$ cat src/sv/dial_string_to_packed_bcd_macros.svh
// Assertion helpers used by the packing module.
`ifndef DIAL_STRING_TO_PACKED_BCD_MACROS_SVH
`define DIAL_STRING_TO_PACKED_BCD_MACROS_SVH

// Same-cycle implication, checked out of reset.
`define DSBCD_ASSERT_NOW(label, clk, rst_n, ante, cons, msg) \
    label: assert property (@(posedge clk) disable iff (!rst_n) (ante) |-> (cons)) \
        else $error(msg);

// Next-cycle implication, checked out of reset.
`define DSBCD_ASSERT_NEXT(label, clk, rst_n, ante, cons, msg) \
    label: assert property (@(posedge clk) disable iff (!rst_n) (ante) |=> (cons)) \
        else $error(msg);

`endif

$ cat src/sv/dsbcd_pkg.sv
package dsbcd_pkg;

    localparam int MAX_DIGITS_DEF = 255;

    // ASCII codes recognized in a dial string
    localparam logic [7:0] CHR_0    = 8'h30;
    localparam logic [7:0] CHR_9    = 8'h39;
    localparam logic [7:0] CHR_STAR = 8'h2A;
    localparam logic [7:0] CHR_HASH = 8'h23;
    localparam logic [7:0] CHR_PLUS = 8'h2B;
    localparam logic [7:0] CHR_LA   = 8'h61;
    localparam logic [7:0] CHR_LC   = 8'h63;
    localparam logic [7:0] CHR_UA   = 8'h41;
    localparam logic [7:0] CHR_UC   = 8'h43;

    // BCD digit codes
    localparam logic [3:0] DIG_STAR = 4'hA;
    localparam logic [3:0] DIG_HASH = 4'hB;
    localparam logic [3:0] DIG_C    = 4'hC;
    localparam logic [3:0] NIB_PAD  = 4'hF;

    typedef enum logic [1:0] {
        KIND_DIGIT,
        KIND_PLUS,
        KIND_BAD
    } kind_t;

    typedef enum logic [1:0] {
        ST_OK       = 2'd0,
        ST_INVALID  = 2'd1,
        ST_OVERFLOW = 2'd2
    } status_t;

    typedef struct packed {
        kind_t      kind;
        logic [3:0] digit;
    } map_t;

    typedef struct packed {
        logic [7:0] byte_count;
        status_t    status;
        logic       final_res;
        logic       has_byte;
        logic [7:0] packed_byte;
    } res_t;

endpackage

$ cat src/sv/dsbcd_map.sv
module dsbcd_map
    import dsbcd_pkg::*;
(
    input  logic [7:0] char_code,
    output map_t       map
);

    always_comb
    begin
        map.kind  = KIND_DIGIT;
        map.digit = '0;
        unique case (char_code) inside
            [CHR_0:CHR_9]:
            begin
                map.digit = 4'(char_code - CHR_0);
            end
            CHR_STAR:
            begin
                map.digit = DIG_STAR;
            end
            CHR_HASH:
            begin
                map.digit = DIG_HASH;
            end
            [CHR_LA:CHR_LC]:
            begin
                map.digit = 4'(char_code - CHR_LA) + DIG_C;
            end
            [CHR_UA:CHR_UC]:
            begin
                map.digit = 4'(char_code - CHR_UA) + DIG_C;
            end
            CHR_PLUS:
            begin
                map.kind = KIND_PLUS;
            end
            default:
            begin
                map.kind = KIND_BAD;
            end
        endcase
    end

endmodule

$ cat src/sv/dsbcd_pack.sv
`include "dial_string_to_packed_bcd_macros.svh"

module dsbcd_pack
    import dsbcd_pkg::*;
#(
    parameter int MAX_DIGITS = MAX_DIGITS_DEF
)
(
    input  logic clk,
    input  logic rst_n,
    input  logic step,
    input  map_t map,
    input  logic is_last,
    output logic res_valid,
    output res_t res
);

    localparam int CNT_W = $clog2(MAX_DIGITS + 1);
    localparam logic [CNT_W-1:0] CNT_MAX = CNT_W'(MAX_DIGITS);

    logic [3:0]       held_reg, held_next;
    logic             pending_reg, pending_next;
    logic [CNT_W-1:0] total_reg, total_next;
    logic             error_reg, error_next;

    logic [CNT_W-1:0] total_inc;
    logic [CNT_W:0]   half_cur, half_inc;
    logic [7:0]       count_cur, count_inc;

    assign total_inc = total_reg + 1'b1;
    assign half_cur  = ({1'b0, total_reg} + 1'b1) >> 1;
    assign half_inc  = ({1'b0, total_inc} + 1'b1) >> 1;
    assign count_cur = 8'(half_cur);
    assign count_inc = 8'(half_inc);

    always_comb
    begin
        held_next    = held_reg;
        pending_next = pending_reg;
        total_next   = total_reg;
        error_next   = error_reg;
        res_valid    = 1'b0;
        res          = '0;
        res.status   = ST_OK;

        if (step)
        begin
            if (error_reg)
            begin
                // swallow the rest of a failed string
                if (is_last)
                begin
                    held_next    = '0;
                    pending_next = 1'b0;
                    total_next   = '0;
                    error_next   = 1'b0;
                end
            end
            else if (map.kind == KIND_BAD || (map.kind == KIND_DIGIT && total_reg >= CNT_MAX))
            begin
                res_valid     = 1'b1;
                res.final_res = 1'b1;
                res.status    = (map.kind == KIND_BAD) ? ST_INVALID : ST_OVERFLOW;
                held_next     = '0;
                pending_next  = 1'b0;
                if (is_last)
                begin
                    total_next = '0;
                    error_next = 1'b0;
                end
                else
                begin
                    error_next = 1'b1;
                end
            end
            else if (map.kind == KIND_PLUS)
            begin
                if (is_last)
                begin
                    res_valid       = 1'b1;
                    res.final_res   = 1'b1;
                    res.has_byte    = pending_reg;
                    res.packed_byte = pending_reg ? {NIB_PAD, held_reg} : 8'h00;
                    res.byte_count  = count_cur;
                    held_next       = '0;
                    pending_next    = 1'b0;
                    total_next      = '0;
                end
            end
            else if (pending_reg)
            begin
                // second digit of a pair goes to the high nibble
                res_valid       = 1'b1;
                res.has_byte    = 1'b1;
                res.packed_byte = {map.digit, held_reg};
                res.final_res   = is_last;
                res.byte_count  = is_last ? count_inc : 8'h00;
                held_next       = '0;
                pending_next    = 1'b0;
                total_next      = is_last ? '0 : total_inc;
            end
            else if (is_last)
            begin
                res_valid       = 1'b1;
                res.has_byte    = 1'b1;
                res.final_res   = 1'b1;
                res.packed_byte = {NIB_PAD, map.digit};
                res.byte_count  = count_inc;
                total_next      = '0;
            end
            else
            begin
                held_next    = map.digit;
                pending_next = 1'b1;
                total_next   = total_inc;
            end
        end
    end

    always_ff @(posedge clk or negedge rst_n)
    begin
        if (!rst_n)
        begin
            held_reg    <= '0;
            pending_reg <= 1'b0;
            total_reg   <= '0;
            error_reg   <= 1'b0;
        end
        else
        begin
            held_reg    <= held_next;
            pending_reg <= pending_next;
            total_reg   <= total_next;
            error_reg   <= error_next;
        end
    end

    `DSBCD_ASSERT_NOW(a_pending_odd, clk, rst_n, pending_reg, total_reg[0],
        "held digit with an even digit total")
    `DSBCD_ASSERT_NOW(a_error_no_held, clk, rst_n, error_reg, !pending_reg,
        "digit held after the string failed")
    `DSBCD_ASSERT_NOW(a_err_res_shape, clk, rst_n,
        res_valid && res.status != ST_OK,
        res.final_res && !res.has_byte && res.byte_count == 8'h00,
        "error result not a bare final result")
    `DSBCD_ASSERT_NEXT(a_final_clears, clk, rst_n,
        step && res_valid && res.final_res && res.status == ST_OK,
        !pending_reg && total_reg == '0 && !error_reg,
        "state not cleared after a good final result")

endmodule

$ cat src/sv/dial_string_to_packed_bcd.sv
// Dial string to packed telephony BCD encoder. Feed one ASCII character per request
// on the slave side with tlast on the final character; '0'-'9', '*', '#', a-c and
// A-C become BCD digits 0-E, '+' is skipped, anything else ends the string with an
// invalid-character status and the rest up to tlast is dropped. Digits leave packed
// two to a byte, first digit in the low nibble, one request per completed byte; the
// string's last request carries tlast, an odd tail padded with F in the high nibble,
// and the total byte count. More than MAX_DIGITS digits ends the string with an
// overflow status. One character is taken every cycle: a character register feeds
// a single pass of decode and pairing logic that writes the result register, and
// only the result register's backpressure slows the input.
module dial_string_to_packed_bcd
    import dsbcd_pkg::*;
#(
    parameter int MAX_DIGITS = MAX_DIGITS_DEF
)
(
    input  logic        clk,
    input  logic        rst_n,
    input  logic        s_tvalid,
    output logic        s_tready,
    input  logic [7:0]  s_tdata,   // [7:0] char_code
    input  logic        s_tlast,   // is_last
    output logic        m_tvalid,
    input  logic        m_tready,
    output logic [15:0] m_tdata,   // [7:0] packed_byte, [15:8] byte_count
    output logic [2:0]  m_tuser,   // [0] has_byte, [2:1] status
    output logic        m_tlast    // final_res
);

    // character register
    logic       in_valid_reg;
    logic [7:0] in_char_reg;
    logic       in_last_reg;

    // result register
    logic       out_valid_reg;
    res_t       out_res_reg;

    logic advance;
    logic step;
    map_t map;
    logic res_valid;
    res_t res;

    // result register frees up when empty or being drained this cycle
    assign advance  = !out_valid_reg || m_tready;
    assign step     = in_valid_reg && advance;
    assign s_tready = !in_valid_reg || advance;

    always_ff @(posedge clk or negedge rst_n)
    begin
        if (!rst_n)
        begin
            in_valid_reg <= 1'b0;
        end
        else if (s_tready)
        begin
            in_valid_reg <= s_tvalid;
        end
    end

    always_ff @(posedge clk)
    begin
        if (s_tready && s_tvalid)
        begin
            in_char_reg <= s_tdata;
            in_last_reg <= s_tlast;
        end
    end

    dsbcd_map u_map
    (
        .char_code (in_char_reg),
        .map       (map)
    );

    dsbcd_pack #(
        .MAX_DIGITS (MAX_DIGITS)
    ) u_pack
    (
        .clk       (clk),
        .rst_n     (rst_n),
        .step      (step),
        .map       (map),
        .is_last   (in_last_reg),
        .res_valid (res_valid),
        .res       (res)
    );

    always_ff @(posedge clk or negedge rst_n)
    begin
        if (!rst_n)
        begin
            out_valid_reg <= 1'b0;
        end
        else if (advance)
        begin
            out_valid_reg <= step && res_valid;
        end
    end

    always_ff @(posedge clk)
    begin
        if (step && res_valid)
        begin
            out_res_reg <= res;
        end
    end

    assign m_tvalid = out_valid_reg;
    assign m_tdata  = {out_res_reg.byte_count, out_res_reg.packed_byte};
    assign m_tuser  = {out_res_reg.status, out_res_reg.has_byte};
    assign m_tlast  = out_res_reg.final_res;

endmodule

$ cat config.mk
export PLATFORM = sky130hd
export DESIGN_NAME = dial_string_to_packed_bcd
export DESIGN_NICKNAME = d
export VERILOG_FILES = /design/src/sv/dsbcd_pkg.sv /design/src/sv/dsbcd_map.sv /design/src/sv/dsbcd_pack.sv /design/src/sv/dial_string_to_packed_bcd.sv
export VERILOG_INCLUDE_DIRS = /design/src /design/src/sv
export SDC_FILE = /design/constraint.sdc
export NUM_CORES = 1
export LEC_CHECK = 0
export BUFFER_PORTS_ARGS = -buffer_cell sky130_fd_sc_hd__buf_2
export CORE_AREA = 2 2 115 72
export CTS_CLUSTER_DIAMETER = 100
export DETAILED_ROUTE_END_ITERATION = 8
export DIE_AREA = 0 0 117 74
export GPL_ROUTABILITY_DRIVEN = 0
export GPL_TIMING_DRIVEN = 0
export PLACE_DENSITY = 0.62
export SLEW_MARGIN = 20
export SYNTH_ARGS = -nofsm -noshare
export SYNTH_HDL_FRONTEND = slang
export SYNTH_SLANG_ARGS = --single-unit
$ cat constraint.sdc
create_clock -name clk -period 3.48 [get_ports clk]
set_input_delay 0.174 -clock clk [delete_from_list [all_inputs] [get_ports clk]]
set_output_delay 0.174 -clock clk [all_outputs]
set_load 0.01 [all_outputs]
# Yosys cells after proc, flatten, opt, wreduce, memory -nomap -nowiden
# Cells that the tools add are included.
[op_classes]
addsub = 8
order_cmp = 7
eq_ne = 6
mux = 37
bitwise_logic = 2
n_reduce_logical = 18
[op_table]
columns = ["cell", "count"]
rows = [
  ["8-bit 2-to-1 mux", 9],
  ["10-bit 2-to-1 mux", 4],
  ["8-bit by 6-bit == test with 1-bit output (second input constant)", 3],
  ["4-bit 2-to-1 mux", 6],
  ["4-bit case mux with 5 select lines", 1],
  ["8-bit by 1-bit adder with 9-bit output (second input constant)", 2],
  ["8-bit by 7-bit greater-or-equal comparator with 1-bit output (second input constant)", 2],
  ["8-bit by 7-bit <= comparator with 1-bit output (second input constant)", 2],
  ["1-bit 2-to-1 mux", 15],
  ["4-bit by 1-bit subtractor with 4-bit output (second input constant)", 3],
  ["4-bit adder (second input constant)", 2],
  ["8-bit by 1-bit adder with 8-bit output (second input constant)", 1],
  ["8-bit by 6-bit greater-or-equal comparator with 1-bit output (second input constant)", 1],
  ["8-bit greater-or-equal comparator (second input constant)", 1],
  ["8-bit by 6-bit <= comparator with 1-bit output (second input constant)", 1],
  ["1-bit logical AND", 7],
  ["3-bit OR reduction", 2],
  ["5-bit by 1-bit inequality test with 1-bit output (second input constant)", 1],
  ["5-bit OR reduction", 1],
  ["2-bit case mux with 2 select lines", 1],
  ["1-bit logical OR", 3],
  ["2-bit by 1-bit == test with 1-bit output (second input constant)", 1],
  ["2-bit == test (second input constant)", 1],
  ["1-bit logical NOT", 2],
  ["5 further kinds", 6],
]
[word_totals]
reg_bits = 45
out_inout_bits = 22
word_cells = 91

# Depth between registers and ports, before layout
[depth]
word_depth = 11
depth_mapped = 8

# Cells and area by module
# From an unflattened synthesis, not the netlist that was laid out.
[hier_totals]
hier_cells = 245
hier_area_um2 = 2600.0
[modules_own_cells]
columns = ["mod", "n_inst", "cells_each", "area_per_inst_um2"]
rows = [
  ["dsbcd_pack", 1, 178, 1395.1],
  ["dial_string_to_packed_bcd", 1, 39, 982.2],
  ["dsbcd_map", 1, 28, 222.7],
]

# Worst setup path before layout
# No wires, ideal clock.
[synth_path]
path_kind = "flip-flop to flip-flop"
startpoint = "register in_char_reg[0]"
endpoint = "register out_res_reg (netlist bit m_tdata[0]) (enable)"
setup_ns = 0.378
arrival_time_ns = 2.237
setup_slack_ns = 0.866
stages_incl_launch_ff = 9
path_buffers = 1
period_less_slack_ns = 2.614
cell_sequence = "edfxtp_1 -> inv_1 -> ha_1 -> o21ba_1 -> o21ai_1 -> a311oi_4 -> buf_6 -> a21oi_1 -> o21a_1"
[synth_via]
elab_chain_len = 11
elab_cells_between_ends = 24
classes_between = "order compare (6); eq/ne (5); mux (5); reduce/logical (8)"
[synth_lines]
columns = ["element", "line", "source"]
rows = [
  ["start: declaration", "dial_string_to_packed_bcd.sv:32", "logic [7:0] in_char_reg;"],
  ["start signal: assignment", "dial_string_to_packed_bcd.sv:66", "in_char_reg <= s_tdata;"],
  ["8-bit by 7-bit greater-or-equal comparator with 1-bit output (no source line) (tied with other cells)", "n/a", ""],
  ["1-bit logical AND (no source line)", "n/a", ""],
  ["5-bit OR reduction (no source line)", "n/a", ""],
  ["2-bit case mux with 2 select lines *", "dsbcd_map.sv:12", "unique case (char_code) inside"],
  ["2-bit logical NOT", "dsbcd_pack.sv:59", "else if (map.kind == KIND_BAD || (map.kind == KIND_DIGIT && total_reg >= CNT_MAX))"],
  ["1-bit logical AND", "dsbcd_pack.sv:59", ""],
  ["1-bit logical OR", "dsbcd_pack.sv:59", ""],
  ["1-bit 2-to-1 mux *", "dsbcd_pack.sv:59", ""],
  ["1-bit 2-to-1 mux *", "dsbcd_pack.sv:48", "if (error_reg)"],
  ["1-bit 2-to-1 mux *", "dsbcd_pack.sv:46", "if (step)"],
  ["1-bit logical AND *", "dial_string_to_packed_bcd.sv:104", "if (step && res_valid)"],
  ["end signal: assignment", "dial_string_to_packed_bcd.sv:106", "out_res_reg <= res;"],
  ["end: declaration", "dial_string_to_packed_bcd.sv:37", "res_t out_res_reg;"],
]
# Mark *: on every way between the ends. The rest lies on a longest branch, timed or not.
# A chain may end at the register's enable or synchronous reset.

# Final worst setup path
[layout_path]
startpoint = "register u_pack.total_reg[1]"
endpoint = "register out_res_reg (netlist bit m_tdata[1]) (enable)"
[layout_via]
elab_chain_len = 7
[layout_lines]
columns = ["element", "line", "source"]
rows = [
  ["start: declaration", "dsbcd_pack.sv:23", "logic [CNT_W-1:0] total_reg, total_next;"],
  ["start signal: assignment", "dsbcd_pack.sv:133", "total_reg <= total_next;"],
  ["8-bit greater-or-equal comparator", "dsbcd_pack.sv:59", ""],
  ["1-bit logical AND", "dsbcd_pack.sv:59", ""],
  ["1-bit logical OR", "dsbcd_pack.sv:59", ""],
  ["1-bit 2-to-1 mux", "dsbcd_pack.sv:59", ""],
  ["1-bit 2-to-1 mux", "dsbcd_pack.sv:48", ""],
  ["1-bit 2-to-1 mux", "dsbcd_pack.sv:46", ""],
  ["1-bit logical AND", "dial_string_to_packed_bcd.sv:104", ""],
]
# No other way between the ends.

==> impl_metrics.env <==
export IMPL_portBuffers=34
export IMPL_drive_gt1_frac=0.197
export IMPL_syn_area_per_cell_um2=10.4
export IMPL_postCtsHoldBufs=1
export IMPL_setup_worst_path_end="m_tdata[1]"
export IMPL_finalMaxSlewViolations=0
export IMPL_synth_edf_count=29
export IMPL_post_cts_setup_buffers=0
export IMPL_setup_viol=0
export IMPL_layout_nets=315
export IMPL_p_seq_frac=0.466
export IMPL_syn_nets=273
export IMPL_start_util=0.341
export IMPL_cts_made_buffers=5
export IMPL_dp_hpwl_mm=4.68
export IMPL_vias_per_cell=5.35
export IMPL_rr_endpoint="m_tdata[1]"
export IMPL_fin_ws_ns=0.317
export IMPL_final_util=0.401
export IMPL_synth_ff_type="edfxtp_1"
export IMPL_ant_nets=0
export IMPL_cts_root_buf="clkbuf_16"
export IMPL_htreeDepth=2
export IMPL_swShare=0.320
export IMPL_synth_cell_type_count=56
export IMPL_rsz0062_at_grt="false"
export IMPL_outcome="finished clean"
export IMPL_end_kind="register"
export IMPL_grt_pass1_vias=1878
export IMPL_drv_cap=0
export IMPL_min_delay_path_class="primary input to register"
export IMPL_ys_ff_latch=45
export IMPL_tritoncts="built"
export IMPL_synthCells=252
export IMPL_p_per_area_nw_per_um2=494
export IMPL_n_antenna_cell=0
export IMPL_grt_first_pass_wirelength_mm=10.3
export IMPL_area_delta_synth_final_pct=17.7
export IMPL_wl_per_cell_um=15.7
export IMPL_post_cts_resized=0
export IMPL_path_class="register to register"
export IMPL_die_y_um=74
export IMPL_clock_skew_ns=0.00588
export IMPL_max_clock_freq_ghz=0.316
export IMPL_dieArea_um2=8660
export IMPL_hold_viol_final=0
export IMPL_r2r_start="u_pack.total_reg[1]"
export IMPL_vdd_ir_drop_max_mv=0.208
export IMPL_grt_usage=0.161
export IMPL_rrSetupSlack_ns=0.32
export IMPL_die_x_um=117
export IMPL_vias=2157
export IMPL_tns_ns=0
export IMPL_relSlewSlack=0.314
export IMPL_antenna_found_initial=0
export IMPL_crit_arrival_ns=3.09
export IMPL_overflow=0
export IMPL_syn_cell_area_um2=2610
export IMPL_io_pins=35
export IMPL_finalCriticalPeriod_ns=3.16
export IMPL_p_sw_uw=485
export IMPL_max_clock_path_buffers=2
export IMPL_async_flop_share=0.356
export IMPL_grt_max_degree=21
export IMPL_r2r_cells=7
export IMPL_clk_latency_ns=0.30
export IMPL_drc=0
export IMPL_worstPathRequired_ns=3.40
export IMPL_dpl_cell_area_um2=2920
export IMPL_fillers=745
export IMPL_tightest_slew_ns=1.03
export IMPL_final_cell_mix="35 x buf_2, 29 x edfxtp_1, 25 x nand2_1, 20 x nor2_1, 19 x a21oi_1"
export IMPL_pre_cts_ws_ns=0.346
export IMPL_clock_sinks=45
export IMPL_final_common_cell="buf_2"
export IMPL_leakagePower_uw=0.00113
export IMPL_yosys_warnings=0
export IMPL_clkTransAtPathRegs_ns=0.07
export IMPL_ys_seq_area_frac=0.487
export IMPL_worst_path_max_fanout=20
export IMPL_core_rowCount=25
export IMPL_worst_hold_slack_ns=0.0491
export IMPL_worstSetupStartpointType="register"
export IMPL_largest_register_ffs=16
export IMPL_crit_path_start="u_pack.total_reg[1]"
export IMPL_combPwrFrac=0.215
export IMPL_first_iter_violations=274
export IMPL_final_area_um2=3070
export IMPL_clkPwrFrac=0.319
export IMPL_internal_power_uw=1030
export IMPL_routed_wirelength_mm=6.31
export IMPL_dr_pass1_iters=7
export IMPL_finalCritPeriodShare=0.909
export IMPL_core_um2=7660
==> critical path, stage by stage (launching register included) <==
cell      delay, ns
dfrtp_1        0.44
ha_1           0.30
nand2_1        0.10
nor3_1         0.67
a311oi_4       0.20
buf_6          0.22
a21oi_1        0.14
o21a_1         0.70
==> power groups by stage <==
| stage | Sequential, uW | Combinational (uW) | Clock [uW] |
|---|---|---|---|
| after floorplan | 728 | 192 | 0 |
| after global placement | 715 | 320 | 0 |
| after detailed placement | 716 | 323 | 0 |
| after CTS | 706 | 325 | 497 |
| after global routing | 716 | 367 | 521 |
| final | 707 | 326 | 484 |
==> synthesized netlist by cell type (7+ instances only) <==
cell type	count	area share
a21oi_1	19	0.036
o211ai_1	8	0.023
dfrtp_1	16	0.15
inv_1	12	0.017
nand2_1	25	0.036
nor3_1	7	0.013
nor2_1	20	0.029
edfxtp_1	29	0.33
nand3_1	11	0.021
ha_1	8	0.038
==> logic make-up (layout without fill, tap and decap cells) <==
| kind of cell | after synthesis | after routing | share of synthesized area |
|---|---|---|---|
| AND/OR/NAND/NOR | 99 | 99 | 0.214 |
| multiplexers | 1 | 1 | 0.00431 |
| XOR/XNOR | 9 | 9 | 0.0302 |
| buffers and inverters | 21 | 64 | 0.0336 |
| adder cells (fa/ha/maj) | 8 | 8 | 0.0384 |
| AO/OA/AOI/OAI | 69 | 69 | 0.192 |
| flip-flops | 45 | 45 | 0.487 |
==> worst min path at each step <==
stage                     startpoint                   to  slack (ns)  depth (start not counted)
after global routing      s_tdata[3]       in_char_reg[3]        0.04                          1
final                     s_tdata[2]       in_char_reg[2]        0.05                          1
after floorplan                rst_n         in_valid_reg       -0.12                          0
after global placement         rst_n  u_pack.total_reg[1]        0.12                          1
after detailed placement       rst_n  u_pack.total_reg[1]        0.13                          1
after CTS                 s_tdata[2]       in_char_reg[2]        0.04                          1
==> final cells by class <==
class,instances,area [um^2],share of cell area
flip-flops and latches,45,1270,0.414
multi-input cells,186,1250,0.407
repair buffers,35,180,0.0587
well taps,108,135,0.0440
clock buffers,5,125,0.0407
inverters,12,45.0,0.0147
plain buffers,9,42.5,0.0138
clock inverters,3,21.3,0.00692
==> metal layers <==
layer	share of wire	track usage	wire length, um
met1	0.54	0.264	3430
met5	0	0	0
met4	0.015	0.0549	97
met2	0.36	0.199	2280
met3	0.080	0.0399	503
==> stage by stage <==
step / instances / power (uW)
after floorplan: 252 / 920
after global placement: 394 / 1030
after detailed placement: 394 / 1040
after CTS: 403 / 1530
after global routing: 403 / 1600
final: 403 / 1520
Power figures use the tool's default switching activity.
